**src/sv/leib_pkg.sv**
```systemverilog
// Shared types and constants for the line edit input buffer.
// No dependencies; used by leib_engine and line_edit_input_buffer_core.
package leib_pkg;

    // keystroke codes
    localparam logic [7:0] KEY_NUL    = 8'h00;
    localparam logic [7:0] KEY_CTRL_D = 8'h04;
    localparam logic [7:0] KEY_CTRL_H = 8'h08;
    localparam logic [7:0] KEY_LF     = 8'h0A;
    localparam logic [7:0] KEY_CR     = 8'h0D;
    localparam logic [7:0] KEY_CTRL_P = 8'h10;
    localparam logic [7:0] KEY_CTRL_U = 8'h15;
    localparam logic [7:0] KEY_MASK   = 8'h2A;
    localparam logic [7:0] KEY_DEL    = 8'h7F;

    // item kinds
    localparam logic OP_KEY  = 1'b0;
    localparam logic OP_READ = 1'b1;

    // echo_kind codes
    localparam logic [1:0] ECHO_NONE  = 2'd0;
    localparam logic [1:0] ECHO_CHAR  = 2'd1;
    localparam logic [1:0] ECHO_ERASE = 2'd2;

    // read_status codes
    localparam logic [1:0] RD_NONE  = 2'd0;
    localparam logic [1:0] RD_DATA  = 2'd1;
    localparam logic [1:0] RD_EMPTY = 2'd2;
    localparam logic [1:0] RD_EOF   = 2'd3;

    localparam logic [7:0] ERASE_SAT = 8'hFF;

    typedef struct packed {
        logic [1:0] echo_kind;
        logic [7:0] echo_char;
        logic [7:0] erase_count;
        logic       line_ready;
        logic       dump_request;
        logic [1:0] read_status;
        logic [7:0] read_data;
        logic       read_line_end;
    } leib_result_t;

endpackage

```
**src/sv/leib_ram.sv**
```systemverilog
// Generic single-write, single-read synchronous RAM with registered read data.
// No dependencies.
module leib_ram #(
    parameter int unsigned WIDTH = 8,
    parameter int unsigned DEPTH = 128
) (
    input  logic                     aclk,
    input  logic                     we,
    input  logic [$clog2(DEPTH)-1:0] waddr,
    input  logic [WIDTH-1:0]         wdata,
    input  logic                     re,
    input  logic [$clog2(DEPTH)-1:0] raddr,
    output logic [WIDTH-1:0]         rdata
);

    logic [WIDTH-1:0] mem_reg [DEPTH];
    logic [WIDTH-1:0] rdata_reg;

    always_ff @(posedge aclk) begin
        if (we) begin
            mem_reg[waddr] <= wdata;
        end
        if (re) begin
            rdata_reg <= mem_reg[raddr];
        end
    end

    assign rdata = rdata_reg;

endmodule

```
**src/sv/leib_engine.sv**
```systemverilog
// Edit/commit/read index engine: decodes items, drives the line store RAM
// and produces one result per item. Depends on leib_pkg.
module leib_engine #(
    parameter int unsigned DEPTH = 128
) (
    input  logic                     aclk,
    input  logic                     aresetn,
    input  logic                     start,
    input  logic                     op,
    input  logic [7:0]               key,
    input  logic                     started,
    input  logic                     echo_en,
    input  logic [7:0]               rd_byte,
    output logic                     idle,
    output logic                     mem_we,
    output logic [$clog2(DEPTH)-1:0] mem_waddr,
    output logic [7:0]               mem_wdata,
    output logic                     mem_re,
    output logic [$clog2(DEPTH)-1:0] mem_raddr,
    output leib_pkg::leib_result_t   res,
    output logic                     res_valid
);

    localparam int unsigned SPAN = 2 * DEPTH;
    localparam int unsigned IW   = $clog2(SPAN);
    localparam int unsigned SW   = $clog2(DEPTH);

    typedef enum logic [1:0] {
        ST_IDLE   = 2'b01,
        ST_RDWAIT = 2'b10
    } state_t;

    function automatic logic [IW-1:0] idx_inc(input logic [IW-1:0] x);
        if (x == IW'(SPAN - 1)) return '0;
        return x + IW'(1);
    endfunction

    // distance modulo SPAN; SPAN need not be a power of two
    function automatic logic [IW-1:0] idx_diff(input logic [IW-1:0] a,
                                               input logic [IW-1:0] b);
        if (a >= b) return a - b;
        return a + IW'(SPAN) - b;
    endfunction

    function automatic logic [SW-1:0] slot(input logic [IW-1:0] x);
        if (x >= IW'(DEPTH)) return SW'(x - IW'(DEPTH));
        return SW'(x);
    endfunction

    state_t        st_reg, st_next;
    logic [IW-1:0] read_reg, read_next;
    logic [IW-1:0] commit_reg, commit_next;
    logic [IW-1:0] edit_reg, edit_next;
    logic          started_reg, started_next;

    logic [IW-1:0] edit_inc;
    logic [IW-1:0] edit_dec;
    logic [IW-1:0] open_len;   // uncommitted characters
    logic [7:0]    cval;

    assign edit_inc  = idx_inc(edit_reg);
    assign edit_dec  = (edit_reg == '0) ? IW'(SPAN - 1) : edit_reg - IW'(1);
    assign open_len  = idx_diff(edit_reg, commit_reg);
    assign cval      = (key == leib_pkg::KEY_CR) ? leib_pkg::KEY_LF : key;
    assign mem_waddr = slot(edit_reg);
    assign mem_wdata = cval;
    assign mem_raddr = slot(read_reg);
    assign idle      = (st_reg == ST_IDLE);

    always_comb begin
        st_next      = st_reg;
        read_next    = read_reg;
        commit_next  = commit_reg;
        edit_next    = edit_reg;
        started_next = started_reg;
        res          = '0;
        res_valid    = 1'b0;
        mem_we       = 1'b0;
        mem_re       = 1'b0;
        unique case (st_reg)
            ST_IDLE: begin
                if (start && op == leib_pkg::OP_KEY) begin
                    res_valid = 1'b1;
                    unique case (key) inside
                        leib_pkg::KEY_NUL: begin
                        end
                        leib_pkg::KEY_CTRL_P: begin
                            res.dump_request = 1'b1;
                        end
                        leib_pkg::KEY_CTRL_U: begin
                            // open line never holds LF (LF always commits),
                            // so kill erases the whole uncommitted run
                            if (open_len != '0) begin
                                res.echo_kind = leib_pkg::ECHO_ERASE;
                                res.erase_count = (32'(open_len) > 32'd255) ?
                                                  leib_pkg::ERASE_SAT : 8'(open_len);
                                edit_next = commit_reg;
                            end
                        end
                        leib_pkg::KEY_CTRL_H, leib_pkg::KEY_DEL: begin
                            if (open_len != '0) begin
                                res.echo_kind   = leib_pkg::ECHO_ERASE;
                                res.erase_count = 8'd1;
                                edit_next       = edit_dec;
                            end
                        end
                        default: begin
                            if (idx_diff(edit_reg, read_reg) < IW'(DEPTH)) begin
                                mem_we        = 1'b1;
                                edit_next     = edit_inc;
                                res.echo_kind = leib_pkg::ECHO_CHAR;
                                res.echo_char = (!echo_en && cval != leib_pkg::KEY_LF) ?
                                                leib_pkg::KEY_MASK : cval;
                                if (cval == leib_pkg::KEY_LF ||
                                    cval == leib_pkg::KEY_CTRL_D ||
                                    idx_diff(edit_inc, read_reg) == IW'(DEPTH)) begin
                                    commit_next    = edit_inc;
                                    res.line_ready = 1'b1;
                                end
                            end
                        end
                    endcase
                end else if (start) begin
                    if (read_reg == commit_reg) begin
                        res_valid       = 1'b1;
                        res.read_status = leib_pkg::RD_EMPTY;
                    end else begin
                        mem_re       = 1'b1;
                        started_next = started;
                        st_next      = ST_RDWAIT;
                    end
                end
            end
            ST_RDWAIT: begin
                res_valid = 1'b1;
                st_next   = ST_IDLE;
                if (rd_byte == leib_pkg::KEY_CTRL_D) begin
                    res.read_status = leib_pkg::RD_EOF;
                    if (!started_reg) read_next = idx_inc(read_reg);
                end else begin
                    read_next         = idx_inc(read_reg);
                    res.read_status   = leib_pkg::RD_DATA;
                    res.read_data     = rd_byte;
                    res.read_line_end = (rd_byte == leib_pkg::KEY_LF);
                end
            end
            default: st_next = ST_IDLE;
        endcase
    end

    always_ff @(posedge aclk) begin
        if (!aresetn) begin
            st_reg     <= ST_IDLE;
            read_reg   <= '0;
            commit_reg <= '0;
            edit_reg   <= '0;
        end else begin
            st_reg     <= st_next;
            read_reg   <= read_next;
            commit_reg <= commit_next;
            edit_reg   <= edit_next;
        end
        started_reg <= started_next;
    end

    // fill level never exceeds the ring
    a_fill_bound: assert property (@(posedge aclk) disable iff (!aresetn)
        idx_diff(edit_reg, read_reg) <= IW'(DEPTH))
        else $error("edit index ran past read index");

    // commit lies between read and edit
    a_commit_order: assert property (@(posedge aclk) disable iff (!aresetn)
        idx_diff(commit_reg, read_reg) <= idx_diff(edit_reg, read_reg))
        else $error("commit index outside read..edit");

    // a RAM read is always followed by exactly one result
    a_rd_result: assert property (@(posedge aclk) disable iff (!aresetn)
        mem_re |=> (st_reg == ST_RDWAIT && res_valid))
        else $error("read of line store produced no result");

endmodule

```
**src/sv/line_edit_input_buffer_core.sv**
```systemverilog
// Top level of the line edit input buffer: stream ports, config register,
// result register. Depends on leib_pkg, leib_engine and leib_ram.

// Keyboard line-editing buffer. Each s_ transaction is a keystroke (tuser 0)
// or a read of one committed byte (tuser 1) and yields exactly one m_
// transaction. Keystrokes, and reads that find nothing committed, answer in
// the cycle taken; a read that pops a byte waits in ST_RDWAIT for the RAM's
// registered read data. The block holds one item at a time and takes the next
// one in the cycle its result register is emptied or empty. The line store
// has no reset or clearing pass; only echo_enable, m_tvalid, the engine state
// and the ring indices reset. echo_enable is written over cfg_valid/cfg_data
// (always ready), and should be changed only while no item is in flight.
module line_edit_input_buffer_core #(
    parameter int unsigned BUFFER_DEPTH = 128
) (
    input  logic        aclk,
    input  logic        aresetn,
    // input stream
    input  logic        s_tvalid,
    output logic        s_tready,
    input  logic [15:0] s_tdata,   // [7:0] key_code, [8] read_started, [15:9] zero
    input  logic        s_tuser,   // [0] opcode
    // result stream
    output logic        m_tvalid,
    input  logic        m_tready,
    // [1:0] echo_kind, [9:2] echo_char, [17:10] erase_count, [18] line_ready,
    // [19] dump_request, [21:20] read_status, [29:22] read_data,
    // [30] read_line_end, [31] zero
    output logic [31:0] m_tdata,
    // configuration
    input  logic        cfg_valid,
    output logic        cfg_ready,
    input  logic [0:0]  cfg_data   // [0] echo_enable
);

    localparam int unsigned AW = $clog2(BUFFER_DEPTH);

    logic                  echo_en_reg;
    logic                  m_valid_reg, m_valid_next;
    leib_pkg::leib_result_t m_res_reg;

    logic                  eng_idle;
    logic                  accept;
    logic                  mem_we, mem_re;
    logic [AW-1:0]         mem_waddr, mem_raddr;
    logic [7:0]            mem_wdata, mem_rdata;
    leib_pkg::leib_result_t eng_res;
    logic                  eng_res_valid;

    // accept only when idle and the result register is free this edge
    assign s_tready  = eng_idle && (!m_valid_reg || m_tready);
    assign accept    = s_tvalid && s_tready;
    assign cfg_ready = 1'b1;

    leib_engine #(
        .DEPTH (BUFFER_DEPTH)
    ) u_engine (
        .aclk      (aclk),
        .aresetn   (aresetn),
        .start     (accept),
        .op        (s_tuser),
        .key       (s_tdata[7:0]),
        .started   (s_tdata[8]),
        .echo_en   (echo_en_reg),
        .rd_byte   (mem_rdata),
        .idle      (eng_idle),
        .mem_we    (mem_we),
        .mem_waddr (mem_waddr),
        .mem_wdata (mem_wdata),
        .mem_re    (mem_re),
        .mem_raddr (mem_raddr),
        .res       (eng_res),
        .res_valid (eng_res_valid)
    );

    leib_ram #(
        .WIDTH (8),
        .DEPTH (BUFFER_DEPTH)
    ) u_line_store (
        .aclk  (aclk),
        .we    (mem_we),
        .waddr (mem_waddr),
        .wdata (mem_wdata),
        .re    (mem_re),
        .raddr (mem_raddr),
        .rdata (mem_rdata)
    );

    always_comb begin
        m_valid_next = m_valid_reg;
        if (eng_res_valid) begin
            m_valid_next = 1'b1;
        end else if (m_tready) begin
            m_valid_next = 1'b0;
        end
    end

    always_ff @(posedge aclk) begin
        if (!aresetn) begin
            m_valid_reg <= 1'b0;
            echo_en_reg <= 1'b1;
        end else begin
            m_valid_reg <= m_valid_next;
            if (cfg_valid) begin
                echo_en_reg <= cfg_data[0];
            end
        end
        if (eng_res_valid) begin
            m_res_reg <= eng_res;
        end
    end

    assign m_tvalid = m_valid_reg;
    assign m_tdata  = {1'b0,
                       m_res_reg.read_line_end,
                       m_res_reg.read_data,
                       m_res_reg.read_status,
                       m_res_reg.dump_request,
                       m_res_reg.line_ready,
                       m_res_reg.erase_count,
                       m_res_reg.echo_char,
                       m_res_reg.echo_kind};

    // a new result never overwrites one still waiting
    a_no_overwrite: assert property (@(posedge aclk) disable iff (!aresetn)
        eng_res_valid |-> (!m_valid_reg || m_tready))
        else $error("result register overwritten");

    // every accepted item that pops a byte delivers its result next cycle
    a_read_latency: assert property (@(posedge aclk) disable iff (!aresetn)
        (accept && !eng_res_valid) |=> eng_res_valid)
        else $error("read result did not follow RAM latency");

endmodule

```
**config.mk**
```make
export PLATFORM = sky130hd
export DESIGN_NAME = line_edit_input_buffer_core
export DESIGN_NICKNAME = d
export VERILOG_FILES = /design/src/sv/leib_pkg.sv /design/src/sv/leib_ram.sv /design/src/sv/leib_engine.sv /design/src/sv/line_edit_input_buffer_core.sv
export SDC_FILE = /design/constraint.sdc
export NUM_CORES = 1
export LEC_CHECK = 0
export BUFFER_PORTS_ARGS = -buffer_cell sky130_fd_sc_hd__buf_2
export CORE_ASPECT_RATIO = 1.75
export CORE_MARGIN = 4
export CORE_UTILIZATION = 55
export CTS_CLUSTER_SIZE = 30
export DETAILED_ROUTE_END_ITERATION = 12
export PLACE_DENSITY = 0.72
export RECOVER_POWER = 25
export REMOVE_ABC_BUFFERS = 1
export SLEW_MARGIN = 25
export SYNTH_ARGS = -nofsm -noshare
export SYNTH_HDL_FRONTEND = slang
export SYNTH_SLANG_ARGS = --single-unit
```
**constraint.sdc**
```tcl
create_clock -name aclk -period 4.95 [get_ports aclk]
set_input_delay 0.495 -clock aclk [delete_from_list [all_inputs] [get_ports aclk]]
set_output_delay 0.495 -clock aclk [all_outputs]
set_load 0.02 [all_outputs]
```
After elaboration in Yosys (flattened, before gate mapping)

Memory sizes are Yosys's and may differ from the RTL's. A register that Yosys moved wholly into a read port is not among the register bits.
Index checks and enable logic that the tools add are counted.

Add/subtract/negate cells: 8
Multipliers: 0
Divide/modulo/power cells: 0
$lt $le $gt $ge: 6
Eq/ne operators: 19
Shift operators: 0
Muxes and demuxes: 79
Bitwise operators: 8
Reduce and logical (&&, ||, !) cells: 28

Operator list:

| operator              | number |
|---|---|
| $mux W8               | 27 |
| $mux W1               | 37 |
| $eq A8 B4 Y1 const B  | 4 |
| $mux W7               | 4 |
| $eq A8 B8 Y1 const B  | 3 |
| $ge A8 B8 Y1          | 3 |
| $pmux W8 S3           | 1 |
| $sub A8 B8 Y8         | 3 |
| $add A8 B1 Y8 const B | 2 |
| $eq A8 B3 Y1 const B  | 2 |
| $eq A8 B5 Y1 const B  | 2 |
| $ge A8 B8 Y1 const B  | 2 |
| $logic_not A8 Y1      | 2 |
| $pmux W8 S2           | 1 |
| $sub A7 B1 Y7 const B | 2 |
| $mux W2               | 5 |
| $mux W9               | 1 |
| $reduce_or A9 Y1      | 1 |
| $eq A8 B7 Y1 const B  | 1 |
| $eq A8 B8 Y1          | 1 |
| $lt A8 B8 Y1 const B  | 1 |
| $ne A8 B4 Y1 const B  | 1 |
| $not A1 Y1            | 8 |
| $pmux W2 S2           | 2 |
| other kinds (21)      | 32 |

Register bits after elaboration: 60
Latch bits: 0
RAM bits: 1024
ROM bits: 0
Input port bits: 23
Output and inout bits: 35
Logic and storage cells: 165
Memories: 1

Memory list:

| name                 | words | width | read ports | clocked after memory_dff | wr ports | RTL line       | RTL |
|---|---|---|---|---|---|---|---|
| u_line_store.mem_reg | 128   | 8     | 1          | 1                        | 1        | leib_ram.sv:16 | `logic [WIDTH-1:0] mem_reg [DEPTH];` |

Logic depth before layout (Yosys ltp)

Gate-level depths: netlist (run 1).

Depth after elaboration: 24
Mapped depth: 15
Gate-level depth less buffers: 13

Modules after synthesis

A second synthesis (run 1) with hierarchy kept.

Cell total of the unflattened synthesis: 2083
Area total of the unflattened synthesis: 43823.3 um^2

Modules (own cells, without submodules):

| module                      | times used | cells each | area each (um^2) | seq. area each (um^2) |
|---|---|---|---|---|
| leib_ram                    | 1          | 1635       | 39745.6          | 30989.7 |
| leib_engine                 | 1          | 404        | 3032.9           | 550.5 |
| line_edit_input_buffer_core | 1          | 44         | 1044.8           | 970.9 |

Worst setup path after synthesis (run 1)

No wires, ideal clock.

Path type: reg-to-reg
Start: register u_engine.read_reg[2]
End: memory u_line_store.mem_reg[59][0] (enable)
Library setup time: 370 ps
Arrival time: 3411 ps
Data required time: 4580 ps
Path slack: 1169 ps
Stages on the path, launching flop included: 16
Path buffers: 6
Clock period less this slack: 3781 ps
Cells stage by stage: dfxtp_1 > buf_2 > buf_2 > inv_1 > buf_2 > buf_1 > ha_1 > a21oi_1 > o21ai_1 > a31oi_1 > o21ai_2 > xnor2_1 > or4_1 > buf_2 > buf_6 > nor2_1

Longest elaborated chain between the ends: 16
Elaborated cells between the ends (all ways): 18
Classes of those cells: add/sub (1); order compare (2); mux (15)

Ends and longest elaborated chain:

| item                            | RTL line           | RTL |
|---|---|---|
| start, declared                 | leib_engine.sv:51  | `logic [IW-1:0] read_reg, read_next;` |
| start signal, assigned          | leib_engine.sv:159 | `read_reg <= read_next;` |
| $ge A8 B8 Y1                    | leib_engine.sv:41  | `if (a >= b) return a - b;` |
| $mux W1                         | leib_engine.sv:41  |  |
| $mux W1                         | leib_engine.sv:84  | `unique case (key) inside` |
| $mux W1                         | leib_engine.sv:82  | `if (start && op == leib_pkg::OP_KEY) begin` |
| $mux W1                         | leib_engine.sv:80  | `unique case (st_reg)` |
| $mux W8 *                       | leib_engine.sv:42  | `return a + IW'(SPAN) - b;` |
| $mux W8 *                       | leib_engine.sv:84  |  |
| $mux W8 *                       | leib_engine.sv:82  |  |
| $mux W8 *                       | leib_engine.sv:80  |  |
| $lt A8 B8 Y1 *                  | leib_engine.sv:108 | `if (idx_diff(edit_reg, read_reg) < IW'(DEPTH)) begin` |
| $mux W1 *                       | leib_engine.sv:108 |  |
| $mux W1 *                       | leib_engine.sv:84  |  |
| $mux W1 *                       | leib_engine.sv:82  |  |
| $mux W1 *                       | leib_engine.sv:80  |  |
| $mux W1 *                       | leib_ram.sv:20     | `if (we) begin` |
| $mux W1 (not written as such) * | leib_ram.sv:21     | `mem_reg[waddr] <= wdata;` |
| end, declared                   | leib_ram.sv:16     |  |

Mark *: on every way between the ends. The rest lies on a longest branch, timed or not. The select of a mux whose other input is x is not followed.

Worst setup path in the final report (run 1)

Start: input s_tdata[5]
End: memory u_line_store.mem_reg[89][5] (data pin)

Longest elaborated chain between the ends: 2

Ends and longest elaborated chain:

| item            | RTL line                          | RTL |
|---|---|---|
| start, declared | line_edit_input_buffer_core.sv:21 | `input logic [15:0] s_tdata,` |
| $eq A8 B4 Y1    | leib_engine.sv:64                 | `assign cval = (key == leib_pkg::KEY_CR) ? leib_pkg::KEY_LF : key;` |
| $mux W8 *       | leib_engine.sv:64                 |  |

Mark *: on every way between the ends. The rest lies on a longest branch, timed or not.

==> results of run 1 <==
[cells in the final DEF (no fill, tap or decap), drive strengths merged, types with 4 or more instances in the layout]
cell and n:
a211oi 10, or3 6, nand4 9, dfxtp 28
mux4 284, nor2b 10, o22ai 9, and2 18
clkbuf 133, a22o 5, ha 26, nand2 124
nand2b 8, a31oi 12, a21oi 43, a311oi 12
and3 16, nor3 28, xnor2 10, edfxtp 1064
nor2 174, bufinv 9, inv 32, o21ai 32
nor4 8, nand3 16, o21a 5, clkinvlp 10
xor2 17, mux2 9, buf 81, clkinv 36
mux2i 58, o31a 5, o221ai 4
[cells by family after synthesis]
family,after synthesis,share of synthesized area
other cells,2,0.000171
flops,1092,0.739
xor+xnor,27,0.00555
mux,351,0.161
buf+inv,159,0.0183
simple gates,431,0.0437
compound gates,162,0.0246
fa+ha+maj,27,0.00785
[what timing repair did]
| action | in CTS | in global routing |
|---|---|---|
| endpoints found under the hold margin | 2 | 0 |
| hold buffers | 2 | 0 |
| endpoints found under the setup margin | 0 | 0 |
[path summary, 6_finish.rpt]
check	start	to	slack (ns)	depth (start not counted)
hold reg to reg	u_engine.commit_reg[2]$_SDFFE_PN0P_	u_engine.commit_reg[2]$_SDFFE_PN0P_	0.51	2
hold / removal	cfg_valid	echo_en_reg$_SDFFE_PN1P_	0.05	3
setup reg to reg	u_engine.read_reg[1]$_SDFFE_PN0P_	u_line_store.rdata[5]$_DFFE_PP_	1.12	8
setup / recovery	s_tdata[5]	u_line_store.mem_reg[89][5]$_DFFE_PP_	0.72	3
[layout make-up]
| type | instances | area share |
|---|---|---|
| Sequential cell | 1092 | 0.674 |
| Multi-Input combinational cell | 1000 | 0.221 |
| Clock buffer | 108 | 0.0485 |
| Tap cell | 1042 | 0.0270 |
| Timing Repair Buffer | 108 | 0.0152 |
| Clock inverter | 55 | 0.0118 |
| Inverter | 32 | 0.00249 |
| Antenna cell | 1 | 0.0000518 |
[layer usage]
| layer | vias to the layer above | track usage | part of all wire |
|---|---|---|---|
| met5 | - | 0 | 0 |
| met4 | 0 | 0.154 | 0.074 |
| met3 | 265 | 0.0359 | 0.066 |
| met2 | 1050 | 0.440 | 0.52 |
| met1 | 11700 | 0.305 | 0.34 |
| li1 | 9260 | - | - |
[power by group through the flow]
stage          combinational (uW)  sequential (uW)  clock [uW]
6_report                      346            10200        7080
5_1_grt                       369            10200        7570
4_1_cts                       351            10200        7190
3_5_place_dp                  348            10400           0
3_3_place_gp                  331            10400           0
2_1_floorplan                 113            10400           0
[stage by stage]
step / setup WS, ns / std cells / area (sq um) / power (uW) / TNS, ns
3_5_place_dp: 1.12 / 3271 / 45400 / 10700 / 0
3_3_place_gp: 1.18 / 3271 / 45400 / 10700 / 0
6_report: 0.721 / 3438 / 48300 / 17600 / 0
2_1_floorplan: -8.43 / 2124 / 43300 / 10500 / -8238.78
4_1_cts: 1.13 / 3436 / 48300 / 17700 / 0
5_1_grt: 0.570 / 3438 / 48300 / 18100 / 0
[critical path, delay by kind of cell]
family                 cells  cell delay (ns)
buffers and inverters      3             3.78
==> impl_metrics.env, run 1 <==
export IMPL_max_stage_delay_ns=1.66
export IMPL_fin_skew_ns=0.0182
export IMPL_clkTransAtPathRegs_ns=0.07
export IMPL_synth_area_leaders="edfxtp_1, mux4_2, nor2_1"
export IMPL_min_path_type="in2reg"
export IMPL_drtIter0Drc=2409
export IMPL_required_ns=5.20
export IMPL_core_sq_mm=0.0795
export IMPL_peakVddDrop_mv=0.302
export IMPL_drv_cap=8
export IMPL_clockRootBuffer="clkbuf_16"
export IMPL_cts_tree="done"
export IMPL_numCtsBuffers=89
export IMPL_ys_seq_area_frac=0.739
export IMPL_htreeDepth=3
export IMPL_power_leakage_uw=0.0149
export IMPL_synthCells=2251
export IMPL_end_kind="flop"
export IMPL_viasPerCell=6.47
export IMPL_synth_most_common_cell="edfxtp_1"
export IMPL_ys_async_sr_fraction=0
export IMPL_antenna_left=0
export IMPL_avgRoutedWirePerCell_um=31.2
export IMPL_port_buffers=48
export IMPL_routed_wl_mm=107
export IMPL_synth_seq_cells=1092
export IMPL_start_util=0.553
export IMPL_die_area_sq_mm=0.0848
export IMPL_status="finished, violations left"
export IMPL_largest_reg_flops=1024
export IMPL_relSlewSlack=-1.01
export IMPL_pwr_share_seq=0.578
export IMPL_final_setup_viol_count=0
export IMPL_clk_insertion_delay_late_ns=0.67
export IMPL_slowest_stage="clkbuf_1"
export IMPL_synth_cell_type_count=68
export IMPL_internal_power_uw=14100
export IMPL_worst_pin_slew_ns=3.02
export IMPL_finish_net_count=2373
export IMPL_grt_pass1_wl_mm=157
export IMPL_violations="max-capacitance violations, max-slew violations"
export IMPL_yosysWarnings=0
export IMPL_period_needed_ns=4.23
export IMPL_p_switching_uw=3500
export IMPL_die_x_um=222
export IMPL_power_density_mw_per_mm2=365
export IMPL_hpwl_mm=67.0
export IMPL_startpoint_type="primary input"
export IMPL_rsz0062_at_grt="false"
export IMPL_postCtsSetupRepairBufs=0
export IMPL_num_rows=137
export IMPL_clkPwrFrac=0.402
export IMPL_combPwrFrac=0.020
export IMPL_grt_usage=0.255
export IMPL_syn_to_final_growth_pct=9.74
export IMPL_vias=22200
export IMPL_cpMostUsedCell="clkbuf_1"
export IMPL_synth_edf_count=1064
export IMPL_synth_top_cell_area_share=0.726
export IMPL_crit_type="in2reg"
export IMPL_drc_errors=0
export IMPL_synth_main_ff_cell="edfxtp_1"
export IMPL_period_share=0.854
export IMPL_antenna_found_initial=2
export IMPL_grt_max_degree=127
export IMPL_yosysTopAreaCell="edfxtp_1"
export IMPL_clockBufferDepth=3
export IMPL_clock_sinks=1092
export IMPL_fp_dieH_um=382
export IMPL_cp_arrival_ns=4.48
export IMPL_slew_violations=540
export IMPL_clock_fmax_mhz=236
export IMPL_synthTopCellsByCount="edfxtp_1, mux4_2, nor2_1"
export IMPL_postSynthAreaPerCell_sq_um=19.5
export IMPL_num_io_pins=58
export IMPL_gp_congestion=0.962
export IMPL_hold_ws_ns=0.0505
export IMPL_drive_gt1_frac=0.218
export IMPL_cts_resized_gates=0
export IMPL_n_fill_cell=5531
export IMPL_firstDrtPassIters=6
export IMPL_final_seq_area_sq_mm=0.0325
export IMPL_hold_viol=0
export IMPL_netlist_area_sq_mm=0.0440
export IMPL_netSwitchingFraction=0.199
export IMPL_grt_pass1_vias=22900
export IMPL_cp_max_fo=66
export IMPL_grt_overflow_total=0
export IMPL_post_route_util=0.607
export IMPL_multiInputGateArea_sq_mm=0.0107
export IMPL_path_cells="clkbuf_1 -> clkbuf_1 -> clkbuf_2"
No activity file was read; power rests on OpenSTA's default activity.
==> run 2, diff against run 1 <==
--- a/config.mk
+++ b/config.mk
@@ -6,12 +6,14 @@
 export NUM_CORES = 1
 export LEC_CHECK = 0
 export BUFFER_PORTS_ARGS = -buffer_cell sky130_fd_sc_hd__buf_2
+export CELL_PAD_IN_SITES_DETAIL_PLACEMENT = 0
+export CELL_PAD_IN_SITES_GLOBAL_PLACEMENT = 1
 export CORE_ASPECT_RATIO = 1.75
 export CORE_MARGIN = 4
 export CORE_UTILIZATION = 55
 export CTS_CLUSTER_SIZE = 30
 export DETAILED_ROUTE_END_ITERATION = 12
-export PLACE_DENSITY = 0.72
+export PLACE_DENSITY = 0.8
 export RECOVER_POWER = 25
 export REMOVE_ABC_BUFFERS = 1
 export SLEW_MARGIN = 25
==> run 2 against run 1 <==
Compared with the run above: the flow still finishes with violations (max-capacitance violations, max-slew violations); largest cell class unchanged; maximum frequency decreased by 2.2%; highest routed layer unchanged; clock power is 7.5% higher; critical path depth grew 5; die area unchanged; critical endpoint is now u_line_store.mem_reg[99][3]$_DFFE_PP_; global-route usage decreased by 0.48 points; worst hold slack got worse by 0.011 ns; final cell count unchanged; routed wire length down 1.9%.
==> impl_metrics.env, run 2 (synthesized netlist as in run 1, its figures left out) <==
export IMPL_status="finished, violations left"
export IMPL_violations="max-capacitance violations, max-slew violations"
export IMPL_period_needed_ns=4.32
export IMPL_cp_max_fo=46
export IMPL_num_io_pins=58
export IMPL_reg2reg_slack_ns=0.95
export IMPL_drtIter0Drc=2233
export IMPL_avgRoutedWirePerCell_um=30.6
export IMPL_routed_wl_mm=105
export IMPL_holdBufCountCts=0
export IMPL_htreeDepth=3
export IMPL_required_ns=5.25
export IMPL_end_kind="flop"
export IMPL_final_setup_viol_count=0
export IMPL_dpl_instance_area_sq_mm=0.0454
export IMPL_fp_dieH_um=382
export IMPL_startpoint_type="primary input"
export IMPL_post_route_util=0.610
export IMPL_clockRootBuffer="clkbuf_16"
export IMPL_cp_arrival_ns=4.63
export IMPL_cts_resized_gates=0
export IMPL_grt_max_degree=106
export IMPL_period_share=0.873
export IMPL_power_leakage_uw=0.0151
export IMPL_vias=22000
export IMPL_min_path_type="in2reg"
export IMPL_clockBufferDepth=3
export IMPL_die_area_sq_mm=0.0848
export IMPL_hpwl_mm=65.3
export IMPL_numCtsBuffers=91
export IMPL_r2r_start="u_engine.read_reg[1]$_SDFFE_PN0P_"
export IMPL_finish_net_count=2368
export IMPL_drive_gt1_frac=0.230
export IMPL_relSlewSlack=-0.935
export IMPL_reg2reg_depth=10
export IMPL_clock_fmax_mhz=231
export IMPL_fin_tns_setup_ns=0
export IMPL_fin_area_sq_mm=0.0485
export IMPL_start_util=0.553
export IMPL_grt_pass1_vias=23100
export IMPL_n_fill_cell=5439
export IMPL_grt_usage=0.250
export IMPL_clkTransAtPathRegs_ns=0.07
export IMPL_antenna_found_initial=1
export IMPL_gp_congestion=0.890
export IMPL_layout_cells_most_common="edfxtp_1"
export IMPL_place_inst=3267
export IMPL_crit_type="in2reg"
export IMPL_num_rows=137
export IMPL_drc_errors=0
export IMPL_critPathCapture="u_line_store.mem_reg[99][3]$_DFFE_PP_"
export IMPL_slew_violations=277
export IMPL_cts_tree="done"
export IMPL_peakVddDrop_mv=0.375
export IMPL_num_antenna_cells=0
export IMPL_clk_insertion_delay_late_ns=0.68
export IMPL_largest_reg_flops=1024
export IMPL_drv_cap=5
export IMPL_fin_skew_ns=0.0339
export IMPL_r2r_end="u_line_store.mem_reg[99][3]$_DFFE_PP_"
export IMPL_firstDrtPassIters=5
export IMPL_instances_no_fill=3438
export IMPL_clock_sinks=1092
export IMPL_rsz0062_at_grt="false"
export IMPL_grt_pass1_wl_mm=155
export IMPL_grt_overflow_total=0
export IMPL_hold_viol=0
export IMPL_p_total_uw=18100
export IMPL_postCtsSetupRepairBufs=0
export IMPL_die_x_um=222
export IMPL_port_buffers=48
export IMPL_syn_to_final_growth_pct=10.3
export IMPL_power_density_mw_per_mm2=374
export IMPL_viasPerCell=6.40
export IMPL_core_sq_mm=0.0795
export IMPL_antenna_left=0
export IMPL_worst_pin_slew_ns=2.90
export IMPL_layout_common_cells="edfxtp_1, mux4_2, nor2_1"
export IMPL_startpoint="s_tdata[6]"
run 2: cell count changes in the layout (fill, tap and decap cells not counted), sizes merged, moves of 3 or more:
cell	before	now
buf	81	92
clkinvlp	10	6
inv	32	38
bufinv	9	17
clkinv	36	39
clkbuf	133	112
run 2: layer usage:
metal | part of all wire | GRT usage
met1 | 0.34 | 0.289
met2 | 0.54 | 0.450
met3 | 0.058 | 0.0406
met4 | 0.061 | 0.128
met5 | 0 | 0
run 2: power breakdown:
part	internal [uW]	switching [uW]
Clock	4330	3290
Combinational	67.3	281
Sequential	10200	9.50
run 2: per-stage QoR:
| stage | worst slack (ns) | hold slack (ns) |
|---|---|---|
| floorplan | -8.43 | 0.472 |
| global placement | 1.06 | 0.492 |
| detailed placement | 1.00 | 0.514 |
| CTS | 0.945 | 0.0112 |
| global route | 0.405 | 0.0289 |
| finish | 0.628 | 0.0398 |
run 2: critical path: stages:
cell	delay, ns
clkbuf_1	1.61
nor3_1	0.17
nand2_1	0.18
a21oi_1	0.08
or3_1	0.52
or4_1	0.45
buf_4	0.31
nor2_1	0.73
run 2: worst min-delay path by stage:
stage | start | to | depth (start not counted)
detailed placement | u_engine.commit_reg[2]$_SDFFE_PN0P_ | u_engine.commit_reg[2]$_SDFFE_PN0P_ | 2
floorplan | u_engine.commit_reg[5]$_SDFFE_PN0P_ | u_engine.commit_reg[5]$_SDFFE_PN0P_ | 2
CTS | cfg_data | echo_en_reg$_SDFFE_PN1P_ | 3
finish | cfg_data | echo_en_reg$_SDFFE_PN1P_ | 3
global route | cfg_data | echo_en_reg$_SDFFE_PN1P_ | 3
global placement | u_engine.commit_reg[2]$_SDFFE_PN0P_ | u_engine.commit_reg[2]$_SDFFE_PN0P_ | 2
run 2: layout make-up:
cell class / count / area, sq um / area share
Clock buffer: 103 / 2340 / 0.0483
Clock inverter: 68 / 816 / 0.0168
Inverter: 32 / 120 / 0.00248
Multi-Input combinational cell: 1000 / 10700 / 0.221
Sequential cell: 1092 / 32500 / 0.670
Tap cell: 1042 / 1300 / 0.0269
Timing Repair Buffer: 101 / 697 / 0.0144
